## src/hdl/assert_macros.svh

```systemverilog
// Assertion macros shared by the RTL files.
`ifndef ASSERT_MACROS_SVH
`define ASSERT_MACROS_SVH
// Implication checked on every rising clock edge outside reset.
`define ASSERT_IMPL(label, clk, rst_n, ante, cons, msg) \
    label: assert property (@(posedge clk) disable iff (!rst_n) (ante) |-> (cons)) \
        else $error(msg);
// Next-cycle implication checked outside reset.
`define ASSERT_NEXT(label, clk, rst_n, ante, cons, msg) \
    label: assert property (@(posedge clk) disable iff (!rst_n) (ante) |=> (cons)) \
        else $error(msg);
`endif

```

## src/hdl/sha_pkg.sv

```systemverilog
// Package with SHA-256 types, constants and round functions.
`timescale 1ns / 1ps
package sha_pkg;
    localparam int unsigned BlockBytes = 64;
    localparam int unsigned Rounds     = 64;
    localparam logic [7:0]  PadByte    = 8'h80;
    localparam logic [5:0]  LenStart   = 6'd56;

    typedef enum logic {
        CMD_ABSORB = 1'b0,
        CMD_FINISH = 1'b1
    } t_cmd;

    typedef struct packed {
        logic       command;
        logic [7:0] data_byte;
    } t_in;

    typedef struct packed {
        logic [31:0] digest_word;
        logic [2:0]  word_index;
        logic        last_word;
    } t_out;

    typedef struct packed {
        logic       start;
        logic       busy;
    } t_core_ctl;

    localparam logic [31:0] RoundK [0:63] = '{
        32'h428a2f98, 32'h71374491, 32'hb5c0fbcf, 32'he9b5dba5, 32'h3956c25b,
        32'h59f111f1, 32'h923f82a4, 32'hab1c5ed5, 32'hd807aa98, 32'h12835b01,
        32'h243185be, 32'h550c7dc3, 32'h72be5d74, 32'h80deb1fe, 32'h9bdc06a7,
        32'hc19bf174, 32'he49b69c1, 32'hefbe4786, 32'h0fc19dc6, 32'h240ca1cc,
        32'h2de92c6f, 32'h4a7484aa, 32'h5cb0a9dc, 32'h76f988da, 32'h983e5152,
        32'ha831c66d, 32'hb00327c8, 32'hbf597fc7, 32'hc6e00bf3, 32'hd5a79147,
        32'h06ca6351, 32'h14292967, 32'h27b70a85, 32'h2e1b2138, 32'h4d2c6dfc,
        32'h53380d13, 32'h650a7354, 32'h766a0abb, 32'h81c2c92e, 32'h92722c85,
        32'ha2bfe8a1, 32'ha81a664b, 32'hc24b8b70, 32'hc76c51a3, 32'hd192e819,
        32'hd6990624, 32'hf40e3585, 32'h106aa070, 32'h19a4c116, 32'h1e376c08,
        32'h2748774c, 32'h34b0bcb5, 32'h391c0cb3, 32'h4ed8aa4a, 32'h5b9cca4f,
        32'h682e6ff3, 32'h748f82ee, 32'h78a5636f, 32'h84c87814, 32'h8cc70208,
        32'h90befffa, 32'ha4506ceb, 32'hbef9a3f7, 32'hc67178f2};

    localparam logic [31:0] InitH [0:7] = '{
        32'h6a09e667, 32'hbb67ae85, 32'h3c6ef372, 32'ha54ff53a,
        32'h510e527f, 32'h9b05688c, 32'h1f83d9ab, 32'h5be0cd19};

    function automatic logic [31:0] ror(input logic [31:0] x, input int unsigned n);
        ror = (x >> n) | (x << (32 - n));
    endfunction

    function automatic logic [31:0] sig0(input logic [31:0] x);
        sig0 = ror(x, 7) ^ ror(x, 18) ^ (x >> 3);
    endfunction

    function automatic logic [31:0] sig1(input logic [31:0] x);
        sig1 = ror(x, 17) ^ ror(x, 19) ^ (x >> 10);
    endfunction

    function automatic logic [31:0] csig0(input logic [31:0] x);
        csig0 = ror(x, 2) ^ ror(x, 13) ^ ror(x, 22);
    endfunction

    function automatic logic [31:0] csig1(input logic [31:0] x);
        csig1 = ror(x, 6) ^ ror(x, 11) ^ ror(x, 25);
    endfunction
endpackage

```

## src/hdl/sha256_stream_hasher.sv

```systemverilog
// Top level of the SHA-256 stream hasher: byte buffer memory, padding and digest output.
// Requests are taken only while the block is idle. An absorb request writes its byte into
// a 64-byte buffer memory. The byte that fills the buffer starts a compression: the buffer
// is read into the block register, the core runs its 64 rounds, and then it completes. The
// block stalls for all of it. A finish request writes the padding and length through the
// memory, byte by byte from the buffered count to the end of the block, and then compresses.
// When more than 55 bytes were buffered, a second padding pass over the whole block and a
// second compression follow. The eight digest words then go out one per accepted cycle, and
// the wait state restores the initial hash before the next request is taken. No new byte is
// taken while the buffer is loaded or a block is compressed.
`timescale 1ns / 1ps
`include "assert_macros.svh"
module sha256_stream_hasher (
    input  logic          i_clk,
    input  logic          i_rst_n,
    input  logic          i_valid,
    output logic          o_stall,
    input  sha_pkg::t_in  i_data,
    output logic          o_valid,
    input  logic          i_stall,
    output sha_pkg::t_out o_data
);
    import sha_pkg::*;

    typedef enum logic [5:0] {
        S_IDLE  = 6'b000001,
        S_LOAD  = 6'b000010,
        S_COMP  = 6'b000100,
        S_PAD   = 6'b001000,
        S_OUT   = 6'b010000,
        S_WAIT  = 6'b100000
    } t_state;

    t_state       r_state, n_state;
    logic [7:0]   r_mem [0:BlockBytes-1];
    logic [511:0] r_block;
    logic [5:0]   r_count, n_count;
    logic [63:0]  r_msg, n_msg;
    logic [255:0] r_hash;
    logic [5:0]   r_ptr;
    logic [6:0]   r_load;
    logic         r_final;
    logic         r_extra;
    logic [2:0]   r_oidx;
    logic [63:0]  r_bits;
    logic         wr_en;
    logic [5:0]   wr_addr;
    logic [7:0]   wr_data;
    logic [7:0]   rd_data;
    logic         core_start, core_done, core_busy;
    logic [255:0] core_hash;
    logic         accept;

    assign o_stall = (r_state != S_IDLE);
    assign accept  = i_valid && !o_stall;

    always_ff @(posedge i_clk) begin
        if (wr_en) begin
            r_mem[wr_addr] <= wr_data;
        end
        rd_data <= r_mem[r_load[5:0]];
    end

    // Absorb byte at r_count or padding byte at r_ptr; pad block is final unless the marker spills over.
    always_comb begin
        wr_en   = 1'b0;
        wr_addr = r_count;
        wr_data = i_data.data_byte;
        if (accept && i_data.command == CMD_ABSORB) begin
            wr_en = 1'b1;
        end else if (r_state == S_PAD) begin
            wr_en   = 1'b1;
            wr_addr = r_ptr;
            if (r_ptr == r_count && (r_extra || r_count < LenStart)) begin
                wr_data = PadByte;
            end else if (r_ptr >= LenStart && !r_extra) begin
                wr_data = r_bits[8 * (7 - (r_ptr - LenStart)) +: 8];
            end else begin
                wr_data = 8'h00;
            end
        end
    end

    assign core_start = (r_state == S_LOAD) && (r_load == 7'd65);

    sha_core u_core (
        .i_clk   (i_clk),
        .i_rst_n (i_rst_n),
        .i_start (core_start),
        .i_block (r_block),
        .i_hash  (r_hash),
        .o_hash  (core_hash),
        .o_done  (core_done),
        .o_busy  (core_busy)
    );

    always_comb begin
        n_state = r_state;
        n_count = r_count;
        n_msg   = r_msg;
        unique case (r_state)
            S_IDLE: begin
                if (accept) begin
                    if (i_data.command == CMD_ABSORB) begin
                        n_count = r_count + 6'd1;
                        n_msg   = r_msg + 64'd1;
                        if (r_count == 6'(BlockBytes - 1)) begin
                            n_state = S_LOAD;
                        end
                    end else begin
                        n_state = S_PAD;
                    end
                end
            end
            S_PAD: begin
                if (r_ptr == 6'(BlockBytes - 1)) begin
                    n_state = S_LOAD;
                end
            end
            S_LOAD: begin
                if (r_load == 7'd65) begin
                    n_state = S_COMP;
                end
            end
            S_COMP: begin
                if (core_done) begin
                    if (!r_final) begin
                        n_state = S_IDLE;
                    end else if (r_extra) begin
                        n_state = S_PAD;
                    end else begin
                        n_state = S_OUT;
                    end
                end
            end
            S_OUT: begin
                if (!i_stall && r_oidx == 3'd7) begin
                    n_state = S_WAIT;
                end
            end
            S_WAIT: begin
                n_state = S_IDLE;
                n_count = '0;
                n_msg   = '0;
            end
            default: n_state = S_IDLE;
        endcase
    end

    always_ff @(posedge i_clk) begin
        if (!i_rst_n) begin
            r_state <= S_IDLE;
            r_count <= '0;
            r_msg   <= '0;
            r_ptr   <= '0;
            r_load  <= '0;
            r_final <= 1'b0;
            r_extra <= 1'b0;
            r_oidx  <= '0;
            for (int i = 0; i < 8; i++) begin
                r_hash[255 - 32 * i -: 32] <= InitH[i];
            end
        end else begin
            r_state <= n_state;
            r_count <= n_count;
            r_msg   <= n_msg;
            if (r_state == S_IDLE && accept && i_data.command == CMD_FINISH) begin
                r_final <= 1'b1;
                r_extra <= (r_count > 6'd55);
                r_bits  <= {r_msg[60:0], 3'b000};
                r_ptr   <= r_count;
            end
            if (r_state == S_IDLE && n_state == S_LOAD) begin
                r_final <= 1'b0;
                r_load  <= '0;
            end
            if (r_state == S_PAD) begin
                r_ptr <= r_ptr + 6'd1;
                if (r_ptr == 6'(BlockBytes - 1)) begin
                    r_load <= '0;
                end
            end
            if (r_state == S_LOAD) begin
                r_load <= r_load + 7'd1;
            end
            if (r_state == S_COMP && core_done) begin
                r_hash <= core_hash;
                if (r_final && r_extra) begin
                    r_extra <= 1'b0;
                    r_ptr   <= '0;
                end
                r_oidx <= '0;
            end
            if (r_state == S_OUT && !i_stall) begin
                r_oidx <= r_oidx + 3'd1;
            end
            if (r_state == S_WAIT) begin
                r_final <= 1'b0;
                for (int i = 0; i < 8; i++) begin
                    r_hash[255 - 32 * i -: 32] <= InitH[i];
                end
            end
        end
    end

    // Read data is registered and arrives in the cycle after its address; r_load values 1..64 capture bytes.
    always_ff @(posedge i_clk) begin
        if (r_state == S_LOAD && r_load != 7'd0 && r_load <= 7'd64) begin
            r_block <= {r_block[503:0], rd_data};
        end
    end

    assign o_valid            = (r_state == S_OUT);
    assign o_data.digest_word = r_hash[255 - 32 * r_oidx -: 32];
    assign o_data.word_index  = r_oidx;
    assign o_data.last_word   = (r_oidx == 3'd7);

    `ASSERT_IMPL(a_no_accept_busy, i_clk, i_rst_n, core_busy, o_stall, "request taken during compression")
    `ASSERT_IMPL(a_out_final, i_clk, i_rst_n, o_valid, r_final && !r_extra, "digest shown before final block")
    `ASSERT_NEXT(a_clear_after_out, i_clk, i_rst_n, r_state == S_WAIT, r_count == 6'd0 && r_msg == 64'd0, "counts not cleared after digest")
endmodule

```

## src/hdl/sha_core.sv

```systemverilog
// Compression core: message schedule window and 64 rounds, one per cycle.
`timescale 1ns / 1ps
`include "assert_macros.svh"
module sha_core (
    input  logic                    i_clk,
    input  logic                    i_rst_n,
    input  logic                    i_start,
    input  logic [511:0]            i_block,
    input  logic [255:0]            i_hash,
    output logic [255:0]            o_hash,
    output logic                    o_done,
    output logic                    o_busy
);
    import sha_pkg::*;

    logic         r_busy, n_busy;
    logic [5:0]   r_round, n_round;
    logic [31:0]  r_w [0:15];
    logic [31:0]  r_v [0:7];
    logic [255:0] r_base;
    logic         r_done;
    logic [31:0]  w_new, t1, t2, w_cur;

    assign w_cur = r_w[0];
    assign w_new = sig1(r_w[14]) + r_w[9] + sig0(r_w[1]) + r_w[0];
    assign t1 = r_v[7] + csig1(r_v[4]) + ((r_v[4] & r_v[5]) ^ (~r_v[4] & r_v[6]))
              + RoundK[r_round] + w_cur;
    assign t2 = csig0(r_v[0]) + ((r_v[0] & r_v[1]) ^ (r_v[0] & r_v[2])
              ^ (r_v[1] & r_v[2]));

    always_comb begin
        n_busy  = r_busy;
        n_round = r_round;
        if (i_start && !r_busy) begin
            n_busy  = 1'b1;
            n_round = '0;
        end else if (r_busy) begin
            n_round = r_round + 6'd1;
            if (r_round == 6'(Rounds - 1)) begin
                n_busy = 1'b0;
            end
        end
    end

    always_ff @(posedge i_clk) begin
        if (!i_rst_n) begin
            r_busy  <= 1'b0;
            r_round <= '0;
            r_done  <= 1'b0;
        end else begin
            r_busy  <= n_busy;
            r_round <= n_round;
            r_done  <= r_busy && (r_round == 6'(Rounds - 1));
        end
    end

    always_ff @(posedge i_clk) begin
        if (i_start && !r_busy) begin
            for (int i = 0; i < 16; i++) begin
                r_w[i] <= i_block[511 - 32 * i -: 32];
            end
            for (int i = 0; i < 8; i++) begin
                r_v[i] <= i_hash[255 - 32 * i -: 32];
            end
            r_base <= i_hash;
        end else if (r_busy) begin
            for (int i = 0; i < 15; i++) begin
                r_w[i] <= r_w[i + 1];
            end
            r_w[15] <= w_new;
            r_v[7] <= r_v[6];
            r_v[6] <= r_v[5];
            r_v[5] <= r_v[4];
            r_v[4] <= r_v[3] + t1;
            r_v[3] <= r_v[2];
            r_v[2] <= r_v[1];
            r_v[1] <= r_v[0];
            r_v[0] <= t1 + t2;
        end
    end

    always_comb begin
        for (int i = 0; i < 8; i++) begin
            o_hash[255 - 32 * i -: 32] = r_base[255 - 32 * i -: 32] + r_v[i];
        end
    end

    assign o_done = r_done;
    assign o_busy = r_busy;

    `ASSERT_NEXT(a_done_after_last, i_clk, i_rst_n, r_busy && r_round == 6'd63, r_done && !r_busy, "done must follow the last round")
    `ASSERT_IMPL(a_done_idle, i_clk, i_rst_n, r_done, !r_busy, "core busy while done")
endmodule
```

## config.mk

```make
export PLATFORM = sky130hd
export DESIGN_NAME = sha256_stream_hasher
export DESIGN_NICKNAME = d
export VERILOG_FILES = /design/src/hdl/sha_pkg.sv /design/src/hdl/sha256_stream_hasher.sv /design/src/hdl/sha_core.sv
export VERILOG_INCLUDE_DIRS = /design/src /design/src/hdl
export SDC_FILE = /design/constraint.sdc
export NUM_CORES = 2
export LEC_CHECK = 0
export BUFFER_PORTS_ARGS = -buffer_cell sky130_fd_sc_hd__buf_4
export CORE_ASPECT_RATIO = 0.9
export CORE_UTILIZATION = 27
export DETAILED_ROUTE_END_ITERATION = 8
export PLACE_DENSITY = 0.46
export SLEW_MARGIN = 25
export SYNTH_ARGS = -nofsm -noshare
export SYNTH_HDL_FRONTEND = slang
export SYNTH_SLANG_ARGS = --single-unit
```

## constraint.sdc

```tcl
create_clock -name i_clk -period 24.4 [get_ports i_clk]
set_input_delay 2.44 -clock i_clk [delete_from_list [all_inputs] [get_ports i_clk]]
set_output_delay 2.44 -clock i_clk [all_outputs]
set_load 0.05 [all_outputs]
```

==> impl_metrics.toml <==
[worst_setup_path]
cp.arrival_ns = 11.03
cpMaxStageDelayCell = "ha_1"
critPathLaunch = "u_core.r_round[0]"
required_ns = 25.03
crit_top_cell = "fa_1"
r2r-start = "u_core.r_round[0]"
end_kind = "flop"
critPathKind = "reg2reg"
critPathMaxStageDelay_ns = 0.94
crit_path_start_kind = "flop"
cp_max_fo = 33

[die]
fp.coreArea_sq_um = 443500
io_pins = 51
initial_utilization = 0.2710
fp.dieW_microns = 705.3
fp.dieH_microns = 635.0
rows = 232
design.die.area_sq_um = 447900

[clock_tree]
cts_root_buffer = "clkbuf_16"
cts_setup_buffers = 0
cts_max_level = 5
cts_tree = "yes"
cts_buffers = 295
hold_buffers = 0
cts.sinks = 2472
insertion_delay_ns = 0.93
ctsResizeCount = 0
clockBufferDepth = 4
path_clk_slew_ns = 0.06

[logic_synthesis]
synth_edf_count = 2109
synthTopCellsByArea = "edfxtp_1 53%, mux2_2 7.3%, dfxtp_1 6.0%"
avgSynthCellArea_sq_um = 13.85
synth_cell_type_count = 102
syn_area_sq_um = 120200
synth_flop_cell = "edfxtp_1"
yosysSeqAreaShare = 0.5873
synthArstFlopShare = 0
synth_top_area_share = 0.5269
yosysWarnings = 0
synth_nets = 9288
synth_top_area_cell = "edfxtp_1"
synthCells = 8679
ys_seq_elements = 2472

[final_layout]
fin_util = 0.3093
drive_above_1_share = 0.1904
final_area_sq_um = 137200
area_delta_synth_final_pct = 14.13
fin_nets = 9349

[sta]
tightestPinTransition_ns = 1.117
fin_setup_tns_ns = 0
fin_crit_ns = 10.41
setup_viol = 0
fin_crit_sh = 0.4265
timing.fmax_mhz = 96.09
finalHoldViolations = 0
fin_skew_ns = 0.08308
drv_slew = 0
maxSlewHeadroom = 0.2458
grt_setup_unrepaired = "false"

[outcome]
violations = "design-rule violations"
outcome = "finished with violations"

[grt]
grt_pass1_wl_mm = 524.3
antenna_found_initial = 15
grt_start_max_net_pins = 176
gr-total-overflow = 0
track_usage = 0.1557
grt_pass1_vias = 73037

[worst_hold_path]
hp-class = "reg2reg"
hp-start = "r_block[285]"

[place]
hpwlAfterDp_mm = 247.1
globalplace.congestion = 0.8948
io_buffers = 50
placed_area_sq_um = 127500

[drt]
via_per_inst = 4.918
finalWirelength_mm = 359.2
wire_per_inst_microns = 24.22
drt_iter0_drc = 6393
route.detailed.drc = 4
first_pass_iters = 8
antenna_left = 0
vias = 72923

[job]
max_cap_violations = 0

[power]
ir_drop_mv = 0.05834
p_leak_uw = 0.04533
total_power_uw = 9030
power_density_nw_per_um2 = 65.82
[kinds of logic (layout without fill, tap and decap cells)]
group | Yosys count | count (layout) | synth area share
simple gates | 1616 | 1616 | 0.06160
flops | 2472 | 2472 | 0.5873
other cells | 0 | 3 | 0
fa+ha+maj | 618 | 618 | 0.07605
compound gates | 1630 | 1630 | 0.08686
buf+inv | 680 | 977 | 0.02151
mux | 1054 | 1054 | 0.1220
xor+xnor | 609 | 609 | 0.04460
[metrics by stage]
stage,setup WS [ns],hold WS (ns),instances
2_1_floorplan,0.01923,0.3855,8679
3_3_place_gp,14.10,0.3938,14290
3_5_place_dp,14.12,0.3887,14291
4_1_cts,14.10,0.3596,14824
5_1_grt,13.48,0.3619,14827
6_report,13.99,0.3793,14829
[sequential cells by signal, indices dropped and copies added (netlist names)]
name and cells:
u_core.r_v 256, r_count 6, r_extra 1, r_bits 61, r_load 7, r_final 1
r_msg 61, u_core.o_done 1, r_state 6, r_ptr 6, r_hash 256, r_mem 512
r_oidx 3, r_block 512, u_core.r_round 6, u_core.r_w 512, u_core.r_base 256, u_core.o_busy 1
rd_data 8
[metal layers]
| metal | GRT usage | wire length, microns | vias up | part of all wire |
|---|---|---|---|---|
| met5 | 0.002981 | 191 | - | 0.00053 |
| met3 | 0.01772 | 16610 | 435 | 0.046 |
| met2 | 0.2415 | 160800 | 1900 | 0.45 |
| li1 | - | - | 33007 | - |
| met4 | 0.03461 | 7777 | 2 | 0.022 |
| met1 | 0.2322 | 173800 | 37579 | 0.48 |
[cell type report]
class                      count  area (sq um)
clock buffer                 385          7966
tap                         5850          7320
antenna                        3         7.507
fill                       43850        306400
multi-input combinational   5527         47180
sequential                  2472         70630
inverter                     283          1062
timing repair buffer         161          1388
clock inverter               148          1635
[cells in the final DEF, fill, tap and decap left out, types with 22 or more instances in the layout]
| cell type | instances |
|---|---|
| a211oi_1 | 106 |
| a21o_1 | 140 |
| a21oi_1 | 485 |
| a31oi_1 | 58 |
| and3_1 | 46 |
| buf_4 | 145 |
| bufinv_16 | 27 |
| clkbuf_1 | 71 |
| clkbuf_16 | 300 |
| clkinv_1 | 43 |
| clkinv_2 | 43 |
| dfxtp_1 | 352 |
| edfxtp_1 | 2109 |
| fa_1 | 195 |
| ha_1 | 401 |
| inv_1 | 282 |
| maj3_1 | 22 |
| mux2_2 | 782 |
| mux4_2 | 251 |
| nand2_1 | 559 |
| nand2b_1 | 48 |
| nand3_1 | 124 |
| nand4_1 | 33 |
| nor2_1 | 454 |
| nor2b_1 | 57 |
| nor3_1 | 114 |
| o211ai_1 | 110 |
| o21a_1 | 66 |
| o21ai_0 | 333 |
| o21bai_1 | 46 |
| o31ai_1 | 41 |
| or3_1 | 50 |
| xnor2_1 | 409 |
| xor2_1 | 198 |
[critical path, delay by kind of cell, from the launching register on]
family / cells / cell delay, ns
fa+ha+maj: 8 / 3.94
compound gates: 16 / 3.50
simple gates: 3 / 1.03
buf+inv: 3 / 0.74
xor+xnor: 2 / 0.36
flops: 1 / 0.30
mux: 1 / 0.26
[final timing paths]
path,cells after the start,end,slack [ns]
max,33,u_core.r_v[0][30],13.99
min,0,r_block[293],0.38
max reg2reg,33,u_core.r_v[0][30],13.99
min reg2reg,0,r_block[293],0.38
[power breakdown]
group / leakage, uW / switching [uW] / total [uW] / internal (uW)
clock: 0.00467 / 1810 / 4420 / 2600
combinational: 0.0192 / 55.0 / 69.3 / 14.3
sequential: 0.0214 / 3.57 / 4540 / 4540
total: 0.0453 / 1870 / 9030 / 7160
[synth_stat cells, types with 41 or more instances]
| master | n |
|---|---|
| a211oi_1 | 106 |
| a21o_1 | 140 |
| a21oi_1 | 485 |
| a31oi_1 | 59 |
| and3_1 | 47 |
| buf_1 | 55 |
| clkbuf_1 | 321 |
| dfxtp_1 | 363 |
| edfxtp_1 | 2109 |
| fa_1 | 195 |
| ha_1 | 401 |
| inv_1 | 282 |
| mux2_2 | 782 |
| mux4_2 | 251 |
| nand2_1 | 560 |
| nand2b_1 | 48 |
| nand3_1 | 124 |
| nor2_1 | 459 |
| nor2b_1 | 57 |
| nor3_1 | 114 |
| o211ai_1 | 110 |
| o21a_1 | 66 |
| o21ai_0 | 343 |
| o21bai_1 | 46 |
| o31ai_1 | 41 |
| or3_1 | 50 |
| xnor2_1 | 409 |
| xor2_1 | 198 |
Note: power is estimated with default switching activity, not from simulation.
